`src/sv/urxif_pkg.sv`:
```
// Shared types and constants for the UART receiver with idle-line framing.
package urxif_pkg;

    // Bytes that one frame can hold before further bytes are dropped
    localparam int FRAME_CAPACITY = 256;
    localparam int FRAME_CNT_W    = $clog2(FRAME_CAPACITY + 1);
    localparam int FRAME_LEN_W    = 9;

    localparam int TPB_W        = 16;
    localparam int IDLE_CHARS_W = 8;
    localparam int CHAR_BITS    = 10;
    localparam int IDLE_MUL_W   = 12;   // idle_chars * 10 fits 12 bits
    localparam int THRESH_W     = TPB_W + IDLE_MUL_W;
    localparam int IDLE_CNT_W   = THRESH_W;   // saturating; its top value lies above any threshold

    localparam int APB_ADDR_W = 4;
    localparam int APB_DATA_W = 32;

    localparam int S_TDATA_W = 8;
    localparam int M_TDATA_W = 32;

    // Register byte addresses
    localparam logic [APB_ADDR_W-1:0] ADDR_ENABLE     = 4'h0;
    localparam logic [APB_ADDR_W-1:0] ADDR_TICKS_PER_BIT = 4'h4;
    localparam logic [APB_ADDR_W-1:0] ADDR_IDLE_CHARS = 4'h8;

    localparam logic [TPB_W-1:0]        TPB_RESET        = 16'd625;
    localparam logic [IDLE_CHARS_W-1:0] IDLE_CHARS_RESET = 8'd20;

    typedef enum logic [3:0] {
        PH_IDLE  = 4'b0001,
        PH_START = 4'b0010,
        PH_DATA  = 4'b0100,
        PH_STOP  = 4'b1000
    } rx_phase_t;

    typedef struct packed {
        logic [FRAME_LEN_W-1:0] frame_length;
        logic                   frame_ready;
        logic                   byte_stored;
        logic [7:0]             byte_index;
        logic [7:0]             rx_data;
        logic                   byte_valid;
    } rx_result_t;

endpackage

```
`src/sv/uart_rx_with_idle_framing_core.sv`:
```
// UART 8N1 receiver with idle-line framing, APB config and stream ports.
//
// One input word per clock, while s_tready is high, is one oversampling tick of
// the RX line; every word yields exactly one registered result word. Throughput
// is one word per cycle while m_tready is high: the receiver state updates in a
// single pass of logic from input to output register, and the two-entry output
// buffer keeps s_tready high as m_tready drops. A falling edge starts a
// character, the start bit is checked half a bit later, data bits are sampled
// LSB first at bit midpoints and the stop bit is not checked. Bytes carry their
// index in the current frame; bytes beyond the frame capacity are flagged as
// dropped. frame_ready rises after idle_chars character times of silence once
// a byte is stored, and clear_frame resets the frame. Clearing enable returns
// the receiver to its reset state and makes all result fields zero.
module uart_rx_with_idle_framing_core (
    input  logic                                 aclk,
    input  logic                                 aresetn,
    // stream input, tdata: [0] rx_line, [1] clear_frame, [7:2] zero
    input  logic                                 s_tvalid,
    output logic                                 s_tready,
    input  logic [urxif_pkg::S_TDATA_W-1:0]      s_tdata,
    // stream output, tdata: [0] byte_valid, [8:1] rx_data, [16:9] byte_index,
    // [17] byte_stored, [18] frame_ready, [27:19] frame_length, [31:28] zero
    output logic                                 m_tvalid,
    input  logic                                 m_tready,
    output logic [urxif_pkg::M_TDATA_W-1:0]      m_tdata,
    // configuration
    input  logic                                 psel,
    input  logic                                 penable,
    input  logic                                 pwrite,
    input  logic [urxif_pkg::APB_ADDR_W-1:0]     paddr,
    input  logic [urxif_pkg::APB_DATA_W-1:0]     pwdata,
    output logic [urxif_pkg::APB_DATA_W-1:0]     prdata,
    output logic                                 pready
);
    import urxif_pkg::*;

    // configuration registers
    logic                    enable_reg;
    logic [TPB_W-1:0]        tpb_reg;
    logic [IDLE_CHARS_W-1:0] idle_chars_reg;

    // receiver state
    logic                   prev_line_reg,   prev_line_next;
    rx_phase_t              phase_reg,       phase_next;
    logic [TPB_W-1:0]       tick_reg,        tick_next;
    logic [3:0]             bit_cnt_reg,     bit_cnt_next;
    logic [7:0]             shift_reg,       shift_next;
    logic [FRAME_CNT_W-1:0] frame_cnt_reg,   frame_cnt_next;
    logic                   ready_reg,       ready_next;
    logic [IDLE_CNT_W-1:0]  idle_reg,        idle_next;

    // output buffer
    logic       out_valid_reg, skid_valid_reg;
    rx_result_t out_reg, skid_reg;
    rx_result_t result;

    logic rx_line, clear_frame, accept, apb_write;
    logic [TPB_W-1:0]      cpb, half, tick_inc;
    logic [IDLE_MUL_W-1:0] idle_mul;
    logic [THRESH_W-1:0]   threshold;
    logic [IDLE_CNT_W-1:0] idle_inc;

    assign rx_line     = s_tdata[0];
    assign clear_frame = s_tdata[1];
    assign s_tready    = ~skid_valid_reg;
    assign accept      = s_tvalid & s_tready;

    assign pready    = 1'b1;
    assign apb_write = psel & penable & pwrite;

    always_comb begin
        unique case (paddr)
            ADDR_ENABLE:        prdata = APB_DATA_W'(enable_reg);
            ADDR_TICKS_PER_BIT: prdata = APB_DATA_W'(tpb_reg);
            ADDR_IDLE_CHARS:    prdata = APB_DATA_W'(idle_chars_reg);
            default:            prdata = '0;
        endcase
    end

    always_ff @(posedge aclk) begin
        if (!aresetn) begin
            enable_reg     <= 1'b0;
            tpb_reg        <= TPB_RESET;
            idle_chars_reg <= IDLE_CHARS_RESET;
        end else if (apb_write) begin
            unique case (paddr)
                ADDR_ENABLE:        enable_reg     <= pwdata[0];
                ADDR_TICKS_PER_BIT: tpb_reg        <= pwdata[TPB_W-1:0];
                ADDR_IDLE_CHARS:    idle_chars_reg <= pwdata[IDLE_CHARS_W-1:0];
                default: ;
            endcase
        end
    end

    // bit timing and idle threshold
    always_comb begin
        cpb = (tpb_reg == '0) ? TPB_W'(1) : tpb_reg;
        half = cpb >> 1;
        if (half == '0) begin
            half = TPB_W'(1);
        end
        idle_mul  = IDLE_MUL_W'(idle_chars_reg) * IDLE_MUL_W'(CHAR_BITS);
        threshold = THRESH_W'(cpb) * THRESH_W'(idle_mul);
        tick_inc  = tick_reg + TPB_W'(1);
        idle_inc  = (&idle_reg) ? idle_reg : idle_reg + IDLE_CNT_W'(1);
    end

    always_comb begin
        prev_line_next = prev_line_reg;
        phase_next     = phase_reg;
        tick_next      = tick_reg;
        bit_cnt_next   = bit_cnt_reg;
        shift_next     = shift_reg;
        frame_cnt_next = frame_cnt_reg;
        ready_next     = ready_reg;
        idle_next      = idle_reg;
        result         = '0;

        if (!enable_reg) begin
            prev_line_next = 1'b1;
            phase_next     = PH_IDLE;
            tick_next      = '0;
            bit_cnt_next   = '0;
            shift_next     = '0;
            frame_cnt_next = '0;
            ready_next     = 1'b0;
            idle_next      = '0;
        end else begin
            // clear acts first, so a byte on the same tick opens the new frame
            if (clear_frame) begin
                frame_cnt_next = '0;
                ready_next     = 1'b0;
            end
            idle_next = idle_inc;

            unique case (phase_reg)
                PH_IDLE: begin
                    if (prev_line_reg && !rx_line) begin
                        phase_next = PH_START;
                        tick_next  = '0;
                    end else if (frame_cnt_next != '0 &&
                                 IDLE_CNT_W'(idle_inc) >= IDLE_CNT_W'(threshold)) begin
                        ready_next = 1'b1;
                    end
                    prev_line_next = rx_line;
                end
                PH_START: begin
                    tick_next = tick_inc;
                    if (tick_inc >= half) begin
                        tick_next = '0;
                        if (rx_line) begin
                            phase_next = PH_IDLE;   // glitch
                        end else begin
                            phase_next   = PH_DATA;
                            bit_cnt_next = '0;
                            shift_next   = '0;
                        end
                    end
                end
                PH_DATA: begin
                    tick_next = tick_inc;
                    if (tick_inc >= cpb) begin
                        tick_next = '0;
                        if (rx_line) begin
                            shift_next[bit_cnt_reg[2:0]] = 1'b1;
                        end
                        bit_cnt_next = bit_cnt_reg + 4'd1;
                        if (bit_cnt_next >= 4'd8) begin
                            phase_next = PH_STOP;
                        end
                    end
                end
                PH_STOP: begin
                    tick_next = tick_inc;
                    if (tick_inc >= cpb) begin
                        tick_next         = '0;
                        bit_cnt_next      = '0;
                        phase_next        = PH_IDLE;
                        prev_line_next    = rx_line;
                        result.byte_valid = 1'b1;
                        result.rx_data    = shift_reg;
                        if (frame_cnt_next < FRAME_CNT_W'(FRAME_CAPACITY)) begin
                            result.byte_stored = 1'b1;
                            result.byte_index  = 8'(frame_cnt_next);
                            frame_cnt_next     = frame_cnt_next + FRAME_CNT_W'(1);
                        end
                        idle_next = '0;
                    end
                end
                default: begin
                    phase_next = PH_IDLE;
                    tick_next  = '0;
                end
            endcase
            result.frame_ready  = ready_next;
            result.frame_length = FRAME_LEN_W'(frame_cnt_next);
        end
    end

    always_ff @(posedge aclk) begin
        if (!aresetn) begin
            prev_line_reg <= 1'b1;
            phase_reg     <= PH_IDLE;
            tick_reg      <= '0;
            bit_cnt_reg   <= '0;
            shift_reg     <= '0;
            frame_cnt_reg <= '0;
            ready_reg     <= 1'b0;
            idle_reg      <= '0;
        end else if (accept) begin
            prev_line_reg <= prev_line_next;
            phase_reg     <= phase_next;
            tick_reg      <= tick_next;
            bit_cnt_reg   <= bit_cnt_next;
            shift_reg     <= shift_next;
            frame_cnt_reg <= frame_cnt_next;
            ready_reg     <= ready_next;
            idle_reg      <= idle_next;
        end
    end

    // output register with a skid entry behind it
    always_ff @(posedge aclk) begin
        if (!aresetn) begin
            out_valid_reg  <= 1'b0;
            skid_valid_reg <= 1'b0;
        end else if (!out_valid_reg || m_tready) begin
            if (skid_valid_reg) begin
                out_valid_reg  <= 1'b1;
                skid_valid_reg <= 1'b0;
            end else begin
                out_valid_reg <= accept;
            end
        end else if (accept) begin
            skid_valid_reg <= 1'b1;
        end
    end

    always_ff @(posedge aclk) begin
        if (!out_valid_reg || m_tready) begin
            out_reg <= skid_valid_reg ? skid_reg : result;
        end else if (accept) begin
            skid_reg <= result;
        end
    end

    assign m_tvalid = out_valid_reg;
    assign m_tdata  = M_TDATA_W'(out_reg);

endmodule

```
`config.mk`:
```
export PLATFORM = sky130hd
export DESIGN_NAME = uart_rx_with_idle_framing_core
export DESIGN_NICKNAME = d
export VERILOG_FILES = /design/src/sv/urxif_pkg.sv /design/src/sv/uart_rx_with_idle_framing_core.sv
export SDC_FILE = /design/constraint.sdc
export NUM_CORES = 1
export LEC_CHECK = 0
export BUFFER_PORTS_ARGS = -buffer_cell sky130_fd_sc_hd__buf_2
export CORE_MARGIN = 2
export CORE_UTILIZATION = 30
export CTS_CLUSTER_SIZE = 14
export DETAILED_ROUTE_END_ITERATION = 6
export PLACE_DENSITY = 0.42
export SETUP_SLACK_MARGIN = 0.02
export SYNTH_ARGS = -nofsm -noshare
export SYNTH_HDL_FRONTEND = slang
export SYNTH_SLANG_ARGS = --single-unit
```
`constraint.sdc`:
```
create_clock -name aclk -period 9.25 [get_ports aclk]
set_input_delay 1.85 -clock aclk [delete_from_list [all_inputs] [get_ports aclk]]
set_output_delay 1.85 -clock aclk [all_outputs]
set_load 0.005 [all_outputs]
```
### Word-level counts from Yosys, hierarchy flattened

Index checks and enable logic that the tools add are counted.

* register bits: 154
* output and inout port bits: 67
* logic and storage cells: 137
* input port bits: 51

* add/subtract/negate cells: 4
* reductions and logical operators: 22
* bitwise gates (word level): 7
* multiplexer cells: 54
* $lt $le $gt $ge: 7
* equality and inequality tests: 16
* $mul: 2

Operator list (count)
* $mux 28: 6
* $pmux 16 s3: 2
* $mux 16: 5
* $mux 9: 7
* $mux 4: 11
* $mux 8: 5
* $mux 18: 2
* $ge 16x16->1: 2
* $logic_not 16->1: 2
* $add 28x1->28 const B: 1
* $ge 28x28->1: 1
* $reduce_and 28->1: 1
* $mul 16x11->27: 1
* $ne 3x3->1 const B: 7
* $reduce_and 6->1: 3
* $add 16x1->16 const B: 1
* $pmux 4 s4: 1
* $pmux 8 s2: 1
* $mux 15: 1
* $pmux 4 s3: 1
* $mul 8x3->11 const B: 1
* $reduce_and 2->1: 5
* $add 9x1->9 const B: 1
* $lt 9x9->1 const B: 1
* 24 further kinds: 43

### Longest topological paths before layout

* word-level depth: 10
* gate-level depth with buffers: 39
* gate-level depth less buffers: 37

### Worst setup path after synthesis

Ideal clock, no wire load.

* path type: register to register
* start: reg idle_chars_reg[1]
* end: reg out_reg, in the netlist m_tdata[18], data pin
* cell stages (with the launch flop): 36
* setup time: 262 ps
* required time: 8988 ps
* slack: 1007 ps
* buffers on the path: 1
* clock period less this slack: 8243 ps
* data arrival time: 7981 ps
* cell sequence: dfxtp_1 -> ha_1 -> ha_1 -> inv_1 -> fa_1 -> inv_1 -> a21o_1 -> a21oi_1 -> o21bai_1 -> a21oi_1 -> xnor2_1 -> clkbuf_1 -> nand2_1 -> fa_1 -> fa_1 -> inv_1 -> fa_1 -> fa_1 -> inv_1 -> fa_1 -> inv_1 -> ha_1 -> nand2_1 -> or3b_2 -> a21oi_1 -> nor2_1 -> xor2_1 -> ha_1 -> a21o_1 -> a21o_1 -> a21o_1 -> a21o_1 -> a211oi_1 -> o21ai_1 -> o21ba_2 -> mux2_1

* cells in the longest elaborated chain, start to end: 9

Ends and longest elaborated chain
* from (decl): RTL line uart_rx_with_idle_framing_core.sv:40 `logic [IDLE_CHARS_W-1:0] idle_chars_reg;`
* from (signal assigned): RTL line uart_rx_with_idle_framing_core.sv:89 `ADDR_IDLE_CHARS: idle_chars_reg <= pwdata[IDLE_CHARS_W-1:0];`
* $mul 8x3->11: RTL line uart_rx_with_idle_framing_core.sv:102 `idle_mul = IDLE_MUL_W'(idle_chars_reg) * IDLE_MUL_W'(CHAR_BITS);`
* $mul 16x11->27: RTL line uart_rx_with_idle_framing_core.sv:103 `threshold = THRESH_W'(cpb) * THRESH_W'(idle_mul);`
* $ge 28x28->1: RTL line uart_rx_with_idle_framing_core.sv:142 `IDLE_CNT_W'(idle_inc) >= IDLE_CNT_W'(threshold)) begin`
* $logic_and 1x1->1: RTL line uart_rx_with_idle_framing_core.sv:141 `end else if (frame_cnt_next != '0 &&`
* $mux 1: RTL line uart_rx_with_idle_framing_core.sv:141
* $mux 1: RTL line uart_rx_with_idle_framing_core.sv:138 `if (prev_line_reg && !rx_line) begin`
* $mux 1: RTL line uart_rx_with_idle_framing_core.sv:136 `unique case (phase_reg)`
* $mux 28: RTL line uart_rx_with_idle_framing_core.sv:119 `if (!enable_reg) begin`
* $mux 28: RTL line uart_rx_with_idle_framing_core.sv:241 `out_reg <= skid_valid_reg ? skid_reg : result;`
* to (signal assigned): RTL line uart_rx_with_idle_framing_core.sv:241
* to (decl): RTL line uart_rx_with_idle_framing_core.sv:54 `rx_result_t out_reg, skid_reg;`

No other way between the ends.
A chain may end at the register's enable or synchronous reset.

### Worst setup path in the final report

* start: reg idle_chars_reg[3]
* end: reg out_reg, in the netlist m_tdata[18], data pin

Same word-level chain as after synthesis.

==> summary.md <==
| Metric | Value |
|---|---|
| Crit path launch type | `flip-flop` |
| Seq/Total Area, Yosys | `0.2372` |
| Via count | `12.50k` |
| Final ANT Viol Nets | `0` |
| H-tree levels | `4` |
| Vias/cell | `4.995` |
| Worst skew pair latency | `0.46 ns` |
| Leakage | `7.754 nW` |
| EDFF count, synth | `56` |
| Final nets | `2,136` |
| Final clock skew | `0.01490 ns` |
| Fraction of registers with async set/reset | `0` |
| CP most frequent cell | `fa_1` |
| Worst Hold Slack | `between 0.4 and 0.5 ns` |
| First-pass GRT wire length | `67.41 mm` |
| WL final | `~42 mm` |
| Buffers & Inverters on Critical Path | `5` |
| Switching Share | `0.2777` |
| MaxCap Viol Count | `0` |
| Width of the chip | `230.3 um` |
| ANT cells | `0` |
| Core Region | `50,380 um^2` |
| WP data required | `9.46 ns` |
| Clock-pin slew on the worst setup and hold paths | `roughly 0.070 ns` |
| Worst-case vdd ir drop | `93.79 uV` |
| GRT Util Overall | `0.1604` |
| Final min period | `around 8.8 ns` |
| Wire per inst | `16.67 um` |
| Slew @ Worst Pin | `1.211 ns` |
| Final Slew Violations | `0` |
| Cts bufs inserted | `17` |
| # clock sinks | `154` |
| Setup bufs post-CTS | `0` |
| Clock share of power | `0.452` |
| TritonCTS clock tree | `built` |
| # rows | `82` |
| Final Cell Area | `approximately 17,000 um^2` |
| Fin util | `0.3414` |
| Int Pwr | `1.160 mW` |
| Crit-path slowest cell | `fa_1` |
| Total global routing overflow | `0` |
| Synth area leader | `fa_1` |
| Die Area | `around 53,000 um^2` |
| Synth cell count leaders | `inv_1 (218), nand2_1 (213), ha_1 (141)` |
| Most frequent cell after synthesis | `inv_1` |
| Cell Pwr Density | `93.42 nW/um^2` |
| Drt first-iter violations | `roughly 650` |
| Placer congestion estimate | `0.7893` |
| Die Y | `around 230 um` |
| Share of cells above drive strength 1 | `0.1070` |
| Hold Vio Cnt, Final | `0` |
| Top delay family on crit path | `adder cells` |
| Layout Cells excl Fill | `2,503` |
| Vias in the first global route | `12.48k` |
| Yosys cell types | `79` |
| Register share of total power | `0.445` |
| Critical path fanouts, max | `5` |
| Synth top area share | `0.1642` |
| Main synth FF type | `dfxtp_1` |
| YS warnings | `0` |
| Placed insts | `2,470` |
| Root Driver | `clkbuf_16` |
| NetSw | `0.4462 mW` |
| Crit path kind | `flip-flop to flip-flop` |
| Post-DP HPWL | `31.25 mm` |
| Placed inst area | `16,520 um^2` |
| Comb power frac | `0.103` |
| Top post-synthesis cells by area | `fa_1 (16%), dfxtp_1 (13%), ha_1 (11%)` |
| Max incr delay on CP | `0.55 ns` |
| Mapped Area | `15,360 um^2` |
| Mapped Cells | `between 1.5k and 2k` |
| Initial Util | `0.3049` |
| Detailed Routing Iterations Pass 1 | `7` |
| Largest net degree at the start of global routing | `46` |
| Critical Path AT | `9.01 ns` |
| Syn Area/Cell | `slightly below 9 um^2` |
| Port bufs | `74` |
| Final Setup Violations | `0` |
| Outcome | `completed` |
| HP Class | `flip-flop to flip-flop` |
| Fmax | `roughly 110 MHz` |
| Rel. slew slack | `0.1914` |
| Io pins | `118` |
| Area Overhead vs Synth | `11.96%` |
| Initial antenna violation count | `0` |
| CTS resizes | `0` |
| CP endpoint kind | `flip-flop` |
| Clk buf depth | `2` |
| Yosys reg bits | `between 150 and 200` |
| Hold_buf cts | `0` |
| Power Total | `1.607 mW` |
| DRC viols | `0` |
| Period Utilization, post-route | `0.9511` |
==> path summary, 6_finish.rpt <==
check | from | to | cells after the start | slack (ns)
setup / recovery | idle_chars_reg[3] | m_tdata[18] | 34 | 0.45
hold / removal | shift_reg[3] | shift_reg[3] | 1 | 0.46
setup reg to reg | idle_chars_reg[3] | m_tdata[18] | 34 | 0.45
hold reg to reg | shift_reg[3] | shift_reg[3] | 1 | 0.46
==> power by group through the flow <==
stage                     sequential [mW]  clock (mW)  combinational, mW
after detailed placement            0.730           0              0.167
final                               0.715       0.727              0.165
after CTS                           0.715       0.751              0.168
after global placement              0.730           0              0.167
after floorplan                     0.732           0              0.116
after global routing                0.715       0.775              0.189
==> logic make-up after synthesis <==
| kind of cell | synth area share |
|---|---|
| adders and majority gates | 0.2791 |
| other | 0.0004889 |
| muxes | 0.01523 |
| xor gates and xnor gates | 0.03649 |
| DFF | 0.2372 |
| and+or+nand+nor | 0.2093 |
| buffers and inverters | 0.08398 |
| AOI/OAI and AO/OA | 0.1382 |
==> metrics by stage <==
step / TNS, ns / setup WS [ns]
after floorplan: 0 / 1.007
after global placement: 0 / 0.2388
after detailed placement: 0 / 0.1242
after CTS: 0 / 0.09611
after global routing: -0.01277 / -0.01277
final: 0 / 0.4522
==> cells in the final DEF (no fill, tap or decap), drive strengths merged, types with 7 or more instances in the layout <==
cell type	netlist	final
a22oi	11	11
nand3	61	61
o211ai	25	25
nor3b	7	7
nand2b	29	29
inv	218	224
buf	29	115
edfxtp	56	56
fa	126	126
a31oi	10	10
mux2i	11	11
and3	25	25
clkbuf	70	17
o21ai	52	52
xnor2	39	40
or3	11	11
and2	92	92
dfxtp	98	98
nand4	29	29
a22o	12	12
nor3	28	28
nor2b	14	14
o31ai	7	7
xor2	25	25
clkinv	3	9
nor2	72	72
conb	2	21
o2111ai	8	8
a211oi	11	11
nor4	16	16
a21o	46	46
a32o	11	11
nand2	213	213
ha	141	141
mux2	11	11
a21oi	73	73
==> layer usage <==
| layer | global-route usage | wire length (um) |
|---|---|---|
| met5 | 0 | 0 |
| met4 | 0.03286 | 508 |
| met3 | 0.02889 | 1654 |
| met2 | 0.2672 | 19800 |
| met1 | 0.2170 | 19760 |
==> area by class of cell <==
| type | instances | area (um^2) |
|---|---|---|
| clock inverter | 15 | 183.9 |
| multi-input combinational | 1309 | 10600 |
| sequential | 154 | 3643 |
| inverter | 221 | 829.5 |
| tap | 672 | 840.8 |
| timing repair buffer | 115 | 678.2 |
| clock buffer | 17 | 425.4 |
| fill | 5246 | 33180 |
(Power assumes the default switching activity.)
